**src/dplt_pkg.sv**
```systemverilog
package dplt_pkg;

  localparam int MaxLanesDefault = 4;
  localparam int TriesPerLevelDefault = 5;

  localparam int CfgIndexW = 2;
  localparam int CfgDataW = 8;

  localparam logic [CfgIndexW-1:0] CFG_LINK_RATE = 2'd0;
  localparam logic [CfgIndexW-1:0] CFG_ACTIVE_LANES = 2'd1;
  localparam logic [CfgIndexW-1:0] CFG_MAX_SWING = 2'd2;
  localparam logic [CfgIndexW-1:0] CFG_MAX_EMPHASIS = 2'd3;

  localparam logic [7:0] LINK_RATE_RESET = 8'h0A;
  localparam logic [2:0] ACTIVE_LANES_RESET = 3'd1;
  localparam logic [1:0] MAX_SWING_RESET = 2'd3;
  localparam logic [1:0] MAX_EMPHASIS_RESET = 2'd3;

  localparam logic [1:0] PH_IDLE = 2'd0;
  localparam logic [1:0] PH_CR = 2'd1;
  localparam logic [1:0] PH_EQ = 2'd2;

  localparam logic CMD_BEGIN = 1'b0;

  localparam logic [2:0] ACT_WAIT_SHORT = 3'd0;
  localparam logic [2:0] ACT_WAIT_LONG = 3'd1;
  localparam logic [2:0] ACT_TRAINED = 3'd2;
  localparam logic [2:0] ACT_FAILED = 3'd3;
  localparam logic [2:0] ACT_IGNORED = 3'd4;

  localparam int FLAG_CR_BIT = 0;
  localparam int FLAG_EQ_BIT = 1;
  localparam int FLAG_LOCK_BIT = 2;
  localparam int FLAG_ALIGN_BIT = 3;

  localparam logic [7:0] PAT_CR = 8'h21;
  localparam logic [7:0] PAT_EQ2 = 8'h22;
  localparam logic [7:0] PAT_EQ3 = 8'h23;
  localparam logic [7:0] RATE_5G4 = 8'h14;

  function automatic logic [5:0] lane_set_f(input logic [1:0] swing,
                                            input logic [1:0] emph,
                                            input logic [1:0] max_swing,
                                            input logic [1:0] max_emph);
    logic smax;
    logic emax;
    smax = (swing >= max_swing);
    emax = (emph >= max_emph);
    return {emax, emph, smax, swing};
  endfunction

endpackage

```
**src/dp_link_training_controller.sv**
```systemverilog
// An accepted word passes from the input register through the training logic into the result register.
// Throughput: one word per cycle; the input register holds one word while the
// result register waits, so the input stalls only when both are full.
// Reset (synchronous, rst_n low) returns training to idle, clears the levels and
// try count, restores the register defaults and drops any words in flight.
module dp_link_training_controller #(
  parameter int MAX_LANES = dplt_pkg::MaxLanesDefault,
  parameter int TRIES_PER_LEVEL = dplt_pkg::TriesPerLevelDefault
) (
  input  logic                           clk,
  input  logic                           rst_n,
  input  logic                           cfg_we,
  input  logic [dplt_pkg::CfgIndexW-1:0] cfg_index,
  input  logic [dplt_pkg::CfgDataW-1:0]  cfg_wdata,
  input  logic                           in_valid,
  output logic                           in_stall,
  input  logic                           in_command,
  input  logic [15:0]                    in_lane_status,
  input  logic [7:0]                     in_align_status,
  input  logic [1:0]                     in_request_swing,
  input  logic [1:0]                     in_request_emphasis,
  output logic                           out_valid,
  input  logic                           out_stall,
  output logic [2:0]                     out_action,
  output logic [7:0]                     out_pattern_byte,
  output logic [5:0]                     out_lane_set_byte,
  output logic [3:0]                     out_link_flags
);
  import dplt_pkg::*;

  localparam logic [2:0] MaxLanesW = 3'(MAX_LANES);
  localparam logic [3:0] TriesW = 4'(TRIES_PER_LEVEL);

  logic [7:0] link_rate_r;
  logic [2:0] active_lanes_r;
  logic [1:0] max_swing_r;
  logic [1:0] max_emph_r;

  logic [1:0] phase_r, phase_nxt;
  logic [1:0] swing_r, swing_nxt;
  logic [1:0] emph_r, emph_nxt;
  logic [1:0] counted_r, counted_nxt;
  logic [2:0] tries_r, tries_nxt;
  logic       at_max_r, at_max_nxt;

  logic        s1_valid_r, s1_valid_nxt;
  logic        s1_command_r;
  logic [15:0] s1_lane_status_r;
  logic [7:0]  s1_align_r;
  logic [1:0]  s1_req_swing_r;
  logic [1:0]  s1_req_emph_r;

  logic       out_valid_r, out_valid_nxt;
  logic [2:0] out_action_r;
  logic [7:0] out_pattern_r;
  logic [5:0] out_lane_set_r;
  logic [3:0] out_flags_r;

  logic       out_free;
  logic       fire;
  logic [2:0] res_action;
  logic [7:0] res_pattern;
  logic [5:0] res_lane_set;
  logic [3:0] res_flags;

  assign out_free = !out_valid_r || !out_stall;
  assign in_stall = s1_valid_r && !out_free;
  assign fire = s1_valid_r && out_free;
  assign s1_valid_nxt = in_stall ? 1'b1 : in_valid;
  assign out_valid_nxt = fire ? 1'b1 : (out_valid_r && out_stall);

  always_ff @(posedge clk) begin
    if (!rst_n) begin
      link_rate_r <= LINK_RATE_RESET;
      active_lanes_r <= ACTIVE_LANES_RESET;
      max_swing_r <= MAX_SWING_RESET;
      max_emph_r <= MAX_EMPHASIS_RESET;
    end else if (cfg_we) begin
      case (cfg_index)
        CFG_LINK_RATE: link_rate_r <= cfg_wdata;
        CFG_ACTIVE_LANES: active_lanes_r <= cfg_wdata[2:0];
        CFG_MAX_SWING: max_swing_r <= cfg_wdata[1:0];
        CFG_MAX_EMPHASIS: max_emph_r <= cfg_wdata[1:0];
        default: ;
      endcase
    end
  end

  always_comb begin
    logic [2:0] lanes_n;
    logic [2:0] acc;
    logic [7:0] eq_pat;
    logic [3:0] try_next;

    phase_nxt = phase_r;
    swing_nxt = swing_r;
    emph_nxt = emph_r;
    counted_nxt = counted_r;
    tries_nxt = tries_r;
    at_max_nxt = at_max_r;

    lanes_n = (active_lanes_r > MaxLanesW) ? MaxLanesW : active_lanes_r;
    acc = 3'b111;
    for (int i = 0; i < MAX_LANES; i++) begin
      if (3'(i) < lanes_n) begin
        acc = acc & s1_lane_status_r[4*i +: 3];
      end
    end
    if (lanes_n == 3'd0) begin
      acc = 3'b000;
    end
    res_flags = {s1_align_r[0], acc};
    eq_pat = (link_rate_r == RATE_5G4) ? PAT_EQ3 : PAT_EQ2;
    try_next = {1'b0, tries_r} + 4'd1;

    res_action = ACT_IGNORED;
    res_pattern = 8'd0;
    res_lane_set = 6'd0;

    if (s1_command_r == CMD_BEGIN) begin
      phase_nxt = PH_CR;
      swing_nxt = 2'd0;
      emph_nxt = 2'd0;
      counted_nxt = 2'd0;
      tries_nxt = 3'd0;
      res_lane_set = lane_set_f(2'd0, 2'd0, max_swing_r, max_emph_r);
      at_max_nxt = res_lane_set[2];
      res_action = ACT_WAIT_SHORT;
      res_pattern = PAT_CR;
      res_flags = 4'd0;
    end else if (phase_r != PH_CR && phase_r != PH_EQ) begin
      res_flags = 4'd0;
    end else if (phase_r == PH_CR && res_flags[FLAG_CR_BIT]) begin
      phase_nxt = PH_EQ;
      counted_nxt = swing_r;
      tries_nxt = 3'd0;
      res_lane_set = lane_set_f(swing_r, emph_r, max_swing_r, max_emph_r);
      at_max_nxt = res_lane_set[2];
      res_action = ACT_WAIT_LONG;
      res_pattern = eq_pat;
    end else if (phase_r == PH_EQ && !res_flags[FLAG_CR_BIT]) begin
      phase_nxt = PH_IDLE;
      res_action = ACT_FAILED;
    end else if (phase_r == PH_EQ && res_flags[FLAG_EQ_BIT] && res_flags[FLAG_LOCK_BIT]
                 && res_flags[FLAG_ALIGN_BIT]) begin
      phase_nxt = PH_IDLE;
      res_action = ACT_TRAINED;
    end else if (try_next >= TriesW || at_max_r) begin
      phase_nxt = PH_IDLE;
      res_action = ACT_FAILED;
    end else begin
      swing_nxt = s1_req_swing_r;
      emph_nxt = s1_req_emph_r;
      if (s1_req_swing_r != counted_r) begin
        counted_nxt = s1_req_swing_r;
        tries_nxt = 3'd0;
      end else begin
        tries_nxt = try_next[2:0];
      end
      res_lane_set = lane_set_f(s1_req_swing_r, s1_req_emph_r, max_swing_r, max_emph_r);
      at_max_nxt = res_lane_set[2];
      if (phase_r == PH_CR) begin
        res_action = ACT_WAIT_SHORT;
        res_pattern = PAT_CR;
      end else begin
        res_action = ACT_WAIT_LONG;
        res_pattern = eq_pat;
      end
    end
  end

  always_ff @(posedge clk) begin
    if (!rst_n) begin
      phase_r <= PH_IDLE;
      swing_r <= 2'd0;
      emph_r <= 2'd0;
      counted_r <= 2'd0;
      tries_r <= 3'd0;
      at_max_r <= 1'b0;
      s1_valid_r <= 1'b0;
      out_valid_r <= 1'b0;
    end else begin
      s1_valid_r <= s1_valid_nxt;
      out_valid_r <= out_valid_nxt;
      if (fire) begin
        phase_r <= phase_nxt;
        swing_r <= swing_nxt;
        emph_r <= emph_nxt;
        counted_r <= counted_nxt;
        tries_r <= tries_nxt;
        at_max_r <= at_max_nxt;
      end
    end
  end

  always_ff @(posedge clk) begin
    if (!in_stall) begin
      s1_command_r <= in_command;
      s1_lane_status_r <= in_lane_status;
      s1_align_r <= in_align_status;
      s1_req_swing_r <= in_request_swing;
      s1_req_emph_r <= in_request_emphasis;
    end
    if (fire) begin
      out_action_r <= res_action;
      out_pattern_r <= res_pattern;
      out_lane_set_r <= res_lane_set;
      out_flags_r <= res_flags;
    end
  end

  assign out_valid = out_valid_r;
  assign out_action = out_action_r;
  assign out_pattern_byte = out_pattern_r;
  assign out_lane_set_byte = out_lane_set_r;
  assign out_link_flags = out_flags_r;

  a_stall_needs_word: assert property (@(posedge clk) disable iff (!rst_n)
    in_stall |-> s1_valid_r)
    else $error("input stalled with an empty input register");

  a_end_goes_idle: assert property (@(posedge clk) disable iff (!rst_n)
    (fire && (res_action == ACT_FAILED || res_action == ACT_TRAINED))
    |=> phase_r == PH_IDLE)
    else $error("training did not return to idle after its final word");

  a_try_bound: assert property (@(posedge clk) disable iff (!rst_n)
    tries_r < TriesW)
    else $error("try count beyond the per-level limit");

  a_quiet_result: assert property (@(posedge clk) disable iff (!rst_n)
    (out_valid_r && out_action_r != ACT_WAIT_SHORT && out_action_r != ACT_WAIT_LONG)
    |-> (out_pattern_r == 8'd0 && out_lane_set_r == 6'd0))
    else $error("final or ignored result carries a pattern or lane setting");

endmodule
```
**config.mk**
```make
export PLATFORM = sky130hd
export DESIGN_NAME = dp_link_training_controller
export DESIGN_NICKNAME = d
export VERILOG_FILES = /design/src/dplt_pkg.sv /design/src/dp_link_training_controller.sv
export SDC_FILE = /design/constraint.sdc
export NUM_CORES = 1
export LEC_CHECK = 0
export BUFFER_PORTS_ARGS = -buffer_cell sky130_fd_sc_hd__buf_2
export CORE_ASPECT_RATIO = 0.5
export CORE_UTILIZATION = 45
export DETAILED_ROUTE_END_ITERATION = 8
export PLACE_DENSITY_LB_ADDON = 0.05
export SLEW_MARGIN = 20
export SYNTH_ARGS = -nofsm -noshare
export SYNTH_HDL_FRONTEND = slang
export SYNTH_SLANG_ARGS = --single-unit
export TNS_END_PERCENT = 100
```
**constraint.sdc**
```tcl
create_clock -name clk -period 2.1 [get_ports clk]
set_input_delay 0.42 -clock clk [delete_from_list [all_inputs] [get_ports clk]]
set_output_delay 0.42 -clock clk [all_outputs]
set_load 0.01 [all_outputs]
```
---- Word-level counts from Yosys, hierarchy flattened ----
Index checks and enable logic that the tools add are counted.
word-level totals
  bits in registers ....................... 71
  input port bits ......................... 44
  output and inout bits ................... 23
  word-level logic and storage cells ...... 153
operators by class
  reduce and logical (&&, ||, !) cells .... 27
  eq/ne operators ......................... 19
  magnitude comparators ................... 12
  bitwise operators ....................... 4
  mux-type cells .......................... 65
  $add $sub $neg .......................... 1
operators by type and width
  kind                                                                                  number
  6-bit 2-to-1 mux                                                                      11
  2-bit 2-to-1 mux                                                                      30
  3-bit 2-to-1 mux                                                                      14
  2-bit inequality test (second input constant)                                         6
  6-bit AND reduction                                                                   2
  1-bit 2-to-1 mux                                                                      10
  3-bit AND                                                                             3
  1-bit logical AND                                                                     9
  3-bit inequality test (second input constant)                                         3
  8-bit by 5-bit == test with 1-bit output (second input constant)                      1
  2-bit greater-or-equal comparator                                                     4
  2-bit AND reduction                                                                   4
  2-bit == test (second input constant)                                                 3
  1-bit by 3-bit less-than comparator with 1-bit output (first input constant)          2
  2-bit by 3-bit less-than comparator with 1-bit output (first input constant)          2
  5-bit by 1-bit inequality test with 1-bit output (second input constant)              1
  5-bit AND reduction                                                                   1
  3-bit by 1-bit adder with 4-bit output (second input constant)                        1
  2-bit by 1-bit == test with 1-bit output (second input constant)                      2
  1-bit by 2-bit greater-or-equal comparator with 1-bit output (first input constant)   2
  4-bit by 3-bit greater-or-equal comparator with 1-bit output (second input constant)  1
  1-bit zero test                                                                       4
  3-bit > comparator (second input constant)                                            1
  3-bit zero test                                                                       1
  9 further kinds                                                                       10

---- Logic depth before layout (Yosys ltp) ----
Gate-level depths: netlist (run 1).
  depth after elaboration ................. 19
  depth in mapped cells ................... 9
  mapped depth without buffers ............ 8

---- Worst setup path after synthesis (run 1) ----
Ideal clock, no wire load.
  path kind ............................... register to register
  start ................................... register active_lanes_r[1]
  end ..................................... register out_lane_set_r[5] (netlist: out_lane_set_byte[5]), data pin
  path slack .............................. 0.208 ns
  clock period less this slack ............ 1.892 ns
  data arrival time ....................... 1.716 ns
  stages on the path, launching flop included .. 8
  cells stage by stage .................... dfxtp_1 -> mux2_2 -> o211ai_1 -> nor4_4 -> nor3_2 -> buf_2 -> a21oi_1 -> o32ai_1
on the way
  longest elaborated chain between the ends .. 19
RTL lines
  what                                                   line                                source
  from (decl)                                            dp_link_training_controller.sv:35   logic [2:0] active_lanes_r;
  from (signal assigned)                                 dp_link_training_controller.sv:81   CFG_ACTIVE_LANES: active_lanes_r <= cfg_wdata[2:0];
  3-bit > comparator                                     dp_link_training_controller.sv:102  lanes_n = (active_lanes_r > MaxLanesW) ? MaxLanesW : active_lanes_r;
  3-bit 2-to-1 mux *                                     dp_link_training_controller.sv:102
  1-bit by 3-bit less-than comparator with 1-bit output  dp_link_training_controller.sv:105  if (3'(i) < lanes_n) begin
  3-bit 2-to-1 mux                                       dp_link_training_controller.sv:105
  3-bit AND                                              dp_link_training_controller.sv:106  acc = acc & s1_lane_status_r[4*i +: 3];
  3-bit 2-to-1 mux                                       dp_link_training_controller.sv:105
  3-bit AND                                              dp_link_training_controller.sv:106
  3-bit 2-to-1 mux                                       dp_link_training_controller.sv:105
  [3 not listed]                                         -
  1-bit logical AND (2 in series)                        dp_link_training_controller.sv:144  end else if (phase_r == PH_EQ && res_flags[FLAG_EQ_BIT] && res_flags[FLAG_LOCK_BIT]
  1-bit logical AND                                      dp_link_training_controller.sv:145  && res_flags[FLAG_ALIGN_BIT]) begin
  6-bit 2-to-1 mux                                       dp_link_training_controller.sv:144
  6-bit 2-to-1 mux                                       dp_link_training_controller.sv:141  end else if (phase_r == PH_EQ && !res_flags[FLAG_CR_BIT]) begin
  6-bit 2-to-1 mux *                                     dp_link_training_controller.sv:133  end else if (phase_r == PH_CR && res_flags[FLAG_CR_BIT]) begin
  6-bit 2-to-1 mux *                                     dp_link_training_controller.sv:131  end else if (phase_r != PH_CR && phase_r != PH_EQ) begin
  6-bit 2-to-1 mux *                                     dp_link_training_controller.sv:120  if (s1_command_r == CMD_BEGIN) begin
  via res_lane_set[5]                                    dp_link_training_controller.sv:63   logic [5:0] res_lane_set;
  to (signal assigned)                                   dp_link_training_controller.sv:207  out_lane_set_r <= res_lane_set;
  to (decl)                                              dp_link_training_controller.sv:56   logic [5:0] out_lane_set_r;
Mark *: on every way through the listed nets, which the timed path passes. The rest lies on a longest branch.
A chain may end at the register's enable or synchronous reset.

---- Worst setup path in the final report (run 1) ----
  start ................................... register active_lanes_r[2]
  end ..................................... register out_lane_set_r[0] (netlist: out_lane_set_byte[0]), data pin
on the way
  longest elaborated chain between the ends .. 17
RTL lines
  what                                                   line                                source
  3-bit > comparator                                     dp_link_training_controller.sv:102
  3-bit 2-to-1 mux *                                     dp_link_training_controller.sv:102
  1-bit by 3-bit less-than comparator with 1-bit output  dp_link_training_controller.sv:105
  3-bit 2-to-1 mux                                       dp_link_training_controller.sv:105
  3-bit AND                                              dp_link_training_controller.sv:106
  3-bit 2-to-1 mux                                       dp_link_training_controller.sv:105
  3-bit AND                                              dp_link_training_controller.sv:106
  3-bit 2-to-1 mux                                       dp_link_training_controller.sv:105
  3-bit AND                                              dp_link_training_controller.sv:106
  3-bit 2-to-1 mux                                       dp_link_training_controller.sv:105
  3-bit 2-to-1 mux *                                     dp_link_training_controller.sv:109  if (lanes_n == 3'd0) begin
  1-bit logical AND (2 in series)                        dp_link_training_controller.sv:144
  1-bit logical AND                                      dp_link_training_controller.sv:145
  6-bit 2-to-1 mux                                       dp_link_training_controller.sv:144
  6-bit 2-to-1 mux                                       dp_link_training_controller.sv:141
  6-bit 2-to-1 mux *                                     dp_link_training_controller.sv:133
Every way passes the cells marked *; elsewhere a longest branch is shown, timed or not.

==> results of run 1 <==
-- kinds of logic (layout without fill, tap and decap cells) --
group                    count (synthesis)  count (layout)  synth area share (%)
AO/OA/AOI/OAI                           53              53                  14.3
flip-flops                              63              63                  53.9
XOR/XNOR                                 3               3                 0.884
other                                    1               5                 0.126
adder cells (fa/ha/maj)                 13              13                  5.47
buffers and inverters                   30             100                  4.55
AND/OR/NAND/NOR                         87              87                  14.6
multiplexers                            18              18                  6.27
-- power by group --
part	switching [mW]	leakage, nW	internal (mW)
registers	0.0367	0.583	1.36
logic	0.193	0.907	0.148
clock network	0.484	0.143	0.928
-- stage by stage --
stage	setup WS [ns]	area (um2)	TNS (ns)	utilization, %	instances
2_1_floorplan	0.208	2990	0	-	272
3_3_place_gp	0.0570	3390	0	54.3	411
3_5_place_dp	0.0163	3390	0	54.3	411
4_1_cts	0.000394	3680	0	59.0	427
5_1_grt	-0.00650	3750	-0.0184	60.2	430
6_report	0.0857	3750	0	60.2	430
-- per-layer routing --
layer	track usage, %	part of all wire (%)	vias up
li1	-	-	1101
met3	6.75	4.8	5
met1	28.0	49	1055
met4	5.97	0.56	0
met2	33.1	46	62
met5	0	0	-
-- flip-flops by register name (all words and copies together) (netlist names), 3 cells and up --
register           count
tries_r                3
link_rate_r            8
s1_lane_status_r      12
out_action             3
out_pattern_byte       3
active_lanes_r         3
out_link_flags         4
out_lane_set_byte      6
-- critical path, stage by stage, from the launching register on --
cell and delay, ns:
dfxtp_2 0.37, a21bo_2 0.20, o211ai_1 0.08, buf_4 0.16, nor4_4 0.23, buf_4 0.19
nor3_2 0.06, buf_4 0.18, a22oi_1 0.20, nor2_1 0.08
-- cell usage after synthesis, drive strengths merged --
cell     n
mux2i   16
o21a     2
o22ai    1
nand2   23
a21bo    2
a31o     1
edfxtp  34
o211ai   8
buf     10
o21ai    6
nor4     3
xor2     3
a21o     3
nor2    26
o32ai    2
a311oi   1
o31ai    2
ha      13
nand3    8
conb     1
o211a    1
o21bai   1
and3     3
a21oi   11
o31a     1
nor2b    1
and2     4
a31oi    1
nand3b   1
nor3b    1
a32o     4
clkbuf   4
nand4    2
mux2     2
a32oi    2
nor4b    2
a22oi    3
dfxtp   29
or3      1
inv     16
nand2b   6
nor3     6
a211oi   1
-- area by class of cell --
cell class                      instances  area (um2)
Inverter                               16        60.1
Timing Repair Buffer                   68         385
Tap cell                               88         110
Fill cell                             535        2480
Sequential cell                        63        1610
Clock buffer                           16         292
Multi-Input combinational cell        179        1300
-- worst max-delay path by stage --
| stage | start | endpoint | slack (ns) | cells after the start |
|---|---|---|---|---|
| floorplan | active_lanes_r[1] | out_lane_set_byte[5] | 0.21 | 7 |
| global placement | active_lanes_r[1] | swing_r[1] | 0.06 | 7 |
| detailed placement | active_lanes_r[1] | swing_r[0] | 0.02 | 7 |
| CTS | active_lanes_r[1] | emph_r[1] | 0.0004 | 7 |
| global route | phase_r[0] | out_lane_set_byte[4] | -0.007 | 9 |
| finish | active_lanes_r[2] | out_lane_set_byte[0] | 0.09 | 9 |
-- repair_timing --
action | 4_1_cts | 5_1_grt
setup endpoints to repair | 0 | 19
gates resized for setup | 0 | 14
buffers inserted | 0 | 3
hold buffers | 0 | 0
==> qor.yml, run 1 <==
outcome:
  run_status: "finished, final reports clean"
critical_path:
  ff2ff_path_depth: 9
  worstReg2RegStart: "active_lanes_r[2]"
  cp_data_arrival_time_ns: 2.06
  ff2ff_setup_slack_ns: 0.09
  worstSetupStartpointType: "flip-flop"
  cp.required_ns: 2.15
  critPathCaptureType: "flip-flop"
  r2r_end: "out_lane_set_byte[0]"
  path_max_fanout: 11
  setup.worst_path.class: "flip-flop to flip-flop"
global_route:
  grt_pass1_vias: 2151
  grt_pass1_wl_um: 10500
  antenna_found_initial: 0
  grt_max_degree: 14
  grt.total_usage_pct: 21.0
  grt_overflow: 0
logic_synthesis:
  yosysSeqAreaShare_pct: 53.9
  yosysWarningCount: 0
  syn_inst: 268
  ys_seq_elements: 63
  netlist_top_cells_area: "edfxtp_1 34%, dfxtp_1 20%, ha_1 5.5%"
  synth_cell_types: 55
  syn_area_mm2: 0.00297
  avgSynthCellArea_um2: 11.1
  yosysTopAreaCell: "edfxtp_1"
  synth.top_cell.area_share_pct: 34.3
clock_network:
  clock_path_buffers: 2
  clock_latency_ns: 0.32
  cts_root_buf: "clkbuf_16"
  clkTransAtPathRegs_ns: 0.05
  numCtsBuffers: 9
  cts_tree: "yes"
  htreeDepth: 3
  clock-sinks: 63
run:
  drv_cap: 0
floorplanning:
  coreArea_mm2: 0.00623
  die_h_um: 59.5
  die_w_um: 117
  num_io_pins: 67
  placementRows: 20
  die_area_mm2: 0.00696
  initial_utilization_pct: 47.7
routing:
  route.detailed.drc: 0
  dr.first_iter.drc_count: 82
  wl_per_cell_um: 15.3
  drt-total-wl_um: 6600
  drt-vias-per-instance: 5.17
  first_pass_iters: 4
  drt.antenna.violating_nets: 0
  vias: 2223
power_and_ir_drop:
  power_density_mw_per_mm2: 840
  total_power_mw: 3.15
  leakage_nw: 1.63
  ir_drop_mv: 0.453
timing:
  slew_viol_final: 0
  timing.fmax_mhz: 496
  period_share_pct: 95.9
  hold_viol_final: 0
  worst_pin_slew_ns: 0.518
  timing.hold.ws_ns: 0.269
  fin_worst_skew_ns: 0.0102
  relSlewSlack_pct: 65.0
  setup_viol: 0
  fin_crit_ns: 2.01
layout:
  final_cell_mix: "50 x buf_2, 34 x edfxtp_1, 26 x nor2_1, 25 x dfxtp_1, 23 x nand2_1"
  fin_nets: 394
  antenna_cells: 0
  drive_gt1_share_pct: 30.4
  layout_commonest_cell: "buf_2"
  area_delta_synth_final_pct: 26.2
placed_design:
  io_buffers: 50
  dpl.hpwl_um: 4830
  place_congestion: 0.816
min_path:
  worstHoldStart: "in_lane_status[13]"
  min_to: "s1_lane_status_r[13]"
  worst_hold_path_type: "input pin to flip-flop"
  hold-path-cell-count: 1
Power figures use the tool's default switching activity.
==> run 2: changes to the inputs <==
--- a/config.mk
+++ b/config.mk
@@ -5,10 +5,11 @@
 export SDC_FILE = /design/constraint.sdc
 export NUM_CORES = 1
 export LEC_CHECK = 0
-export BUFFER_PORTS_ARGS = -buffer_cell sky130_fd_sc_hd__buf_2
 export CORE_ASPECT_RATIO = 0.5
 export CORE_UTILIZATION = 45
 export DETAILED_ROUTE_END_ITERATION = 8
+export DONT_BUFFER_PORTS = 1
+export MAX_ROUTING_LAYER = met4
 export PLACE_DENSITY_LB_ADDON = 0.05
 export SLEW_MARGIN = 20
 export SYNTH_ARGS = -nofsm -noshare
==> run 2 against run 1 <==
  * Clock skew shrank 0.0042 ns
  * Clock power shrank 3%
  * Global-route usage is essentially flat
  * Critical path depth shrank 1
  * Via count shrank 8.5%
  * Utilization shrank 5.1 points
  * Count of clock-buffer cells in the layout shrank 4
  * Non-clock buffer count shrank 55
  * Fmax grew 1.1%
  * Critical path type unchanged
==> qor.yml, run 2 (same netlist as run 1, synthesis figures left out) <==
critical_path:
  setup.worst_path.class: "flip-flop to flip-flop"
  worstReg2RegStart: "active_lanes_r[2]"
  r2r_end: "counted_r[1]"
  crit_slowest_cell: "nor4_4"
  cp_data_arrival_time_ns: 2.19  # +0.13 ns
  cp_num_buf_inv: 2  # -1
  worstSetupStartpointType: "flip-flop"
  crit_chain: "a21bo_2 > o211ai_1 > buf_4 > nor4_4 > nor3_2 > buf_6 > a32oi_1 > o211ai_2"
  ff2ff_setup_slack_ns: 0.11  # +0.02 ns
  critPathCaptureType: "flip-flop"
  crit_family: "compound AO/OA/AOI/OAI gates"
  path_max_fanout: 13  # +2
  cp.required_ns: 2.30  # +0.15 ns
  ff2ff_path_depth: 8  # -1
  max_stage_delay_ns: 0.44  # +0.07 ns
global_route:
  grt_pass1_wl_um: 9960  # -5.4%
  grt_pass1_vias: 1966  # -8.6%
  grt_busiest_layer: "met2"
  antenna_found_initial: 0  # unchanged
  grt.total_usage_pct: 21.0  # +0.024 points
  grt_max_degree: 20  # +6
  grt_use_met2_pct: 30.8  # -2.4 points
  grt_overflow: 0  # unchanged
  grtUsageMet3_pct: 8.38  # +1.6 points
  grtUsageMet1_pct: 26.6  # -1.4 points
layout:
  layout_commonest_cell: "edfxtp_1"
  fin_util_pct: 55.1  # -5.1 points
  antenna_cells: 0  # unchanged
  regArea_mm2: 0.00161  # about the same
  largest_reg_flops: 12  # unchanged
  nFillCells: 552  # +3.2%
  regMostFlops: "s1_lane_status_r"
  final_cell_mix: "34 x edfxtp_1, 26 x nor2_1, 26 x dfxtp_1, 23 x nand2_1"
  drive_gt1_share_pct: 16.5  # -14 points
  multi_input_area_mm2: 0.00128  # -1.1%
  fin_nets: 339  # -14%
  area_delta_synth_final_pct: 15.4
timing:
  worst_pin_slew_ns: 0.575  # +0.0577 ns
  setup_viol: 0  # unchanged
  relSlewSlack_pct: 61.1  # -3.9 points
  fin_setup_tns_ns: 0  # unchanged
  hold_viol_final: 0  # unchanged
  fin_worst_skew_ns: 0.00606  # -0.00416 ns
  fin_crit_ns: 1.99  # -0.0218 ns
  timing.hold.ws_ns: 0.161  # -0.108 ns
  rsz0062_at_grt: "yes"
  slew_viol_final: 0  # unchanged
  fin_ws_ns: 0.107  # +0.0218 ns
  timing.fmax_mhz: 502  # +1.1%
  period_share_pct: 94.9  # -1.0 points
min_path:
  worst_hold_path_type: "input pin to flip-flop"
  worstHoldStart: "rst_n"
  min_to: "link_rate_r[3]"
  hold-path-cell-count: 1  # unchanged
clock_network:
  cts_setup_buffers: 0  # unchanged
  clock_path_buffers: 2  # unchanged
  cts_hold_buf: 0  # unchanged
  htreeDepth: 3  # unchanged
  clock-sinks: 63  # unchanged
  numCtsBuffers: 9  # unchanged
  cts-resized-gates: 0  # unchanged
  clock_latency_ns: 0.33  # about the same
  cts_tree: "yes"
  cts_root_buf: "clkbuf_16"
  clkTransAtPathRegs_ns: 0.05  # about the same
placed_design:
  place_congestion: 0.788  # -3.4%
  io_buffers: 0  # -100%
  place_ws_ns: 0.0792  # +0.0629 ns
  dpl.hpwl_um: 4690  # -3.0%
routing:
  wl_per_cell_um: 16.8  # +9.6%
  dr.first_iter.drc_count: 133  # +62%
  drt-vias-per-instance: 5.45  # +5.4%
  drt.antenna.violating_nets: 0  # unchanged
  drt-total-wl_um: 6280  # -4.9%
  vias: 2033  # -8.5%
  route.detailed.drc: 0  # unchanged
  first_pass_iters: 4  # unchanged
floorplanning:
  die_w_um: 117  # unchanged
  die_area_mm2: 0.00696  # unchanged
  num_io_pins: 67  # unchanged
  die_h_um: 59.5  # unchanged
  coreArea_mm2: 0.00623  # unchanged
  initial_utilization_pct: 47.7  # unchanged
  placementRows: 20  # unchanged
power_and_ir_drop:
  total_power_mw: 3.05  # -3.3%
  ir_drop_mv: 0.657  # +45%
  power_density_mw_per_mm2: 888  # +5.7%
  leakage_nw: 1.38  # -15%
outcome:
  run_status: "finished, final reports clean"
run:
  drv_cap: 0  # unchanged
==> run 2: cell types whose count changed in the layout (fill, tap and decap cells not counted), sizes merged <==
cell	change
buf	-55
clkbuf	-4
bufinv	+1
clkinv	+1
==> run 2: worst max-delay path by stage <==
stage	cells after the start	from	end	slack (ns)
3_5_place_dp	7	active_lanes_r[2]	out_lane_set_byte[0]	0.08
2_1_floorplan	7	active_lanes_r[1]	out_lane_set_byte[5]	0.21
5_1_grt	8	active_lanes_r[1]	out_lane_set_byte[0]	-0.02
6_report	8	active_lanes_r[2]	counted_r[1]	0.11
4_1_cts	7	active_lanes_r[2]	out_lane_set_byte[4]	0.07
3_3_place_gp	7	active_lanes_r[2]	out_lane_set_byte[4]	0.09
==> run 2: through the flow <==
| stage | std cells | cell area, um2 |
|---|---|---|
| global route | 373 | 3430 |
| floorplan | 272 | 2990 |
| detailed placement | 359 | 3120 |
| finish | 373 | 3430 |
| global placement | 359 | 3120 |
| CTS | 373 | 3390 |
==> run 2: power breakdown <==
group	switching, mW	internal [mW]
combinational	0.155	0.109
clock	0.474	0.900
sequential	0.0463	1.36
total	0.675	2.37
==> run 2: layout make-up <==
class	count	area share, %
sequential	63	46.8
multi-input combinational	179	37.4
clock buffer	12	6.89
tap	88	3.21
timing repair buffer	13	2.95
inverter	16	1.75
clock inverter	2	0.984
==> run 2: worst reg2reg max path, cell delays in order (launching register included) <==
cell and delay (ns):
dfxtp_2 0.37, a21bo_2 0.20, o211ai_1 0.08, buf_4 0.16, nor4_4 0.44, nor3_2 0.09
buf_6 0.17, a32oi_1 0.25, o211ai_2 0.10
==> run 2: per-layer routing <==
| layer | vias to the layer above | wire [um] |
|---|---|---|
| met2 | 53 | 2740 |
| met4 | 0 | 65 |
| met1 | 976 | 3040 |
| met5 | - | 0 |
| met3 | 9 | 428 |
| li1 | 995 | - |
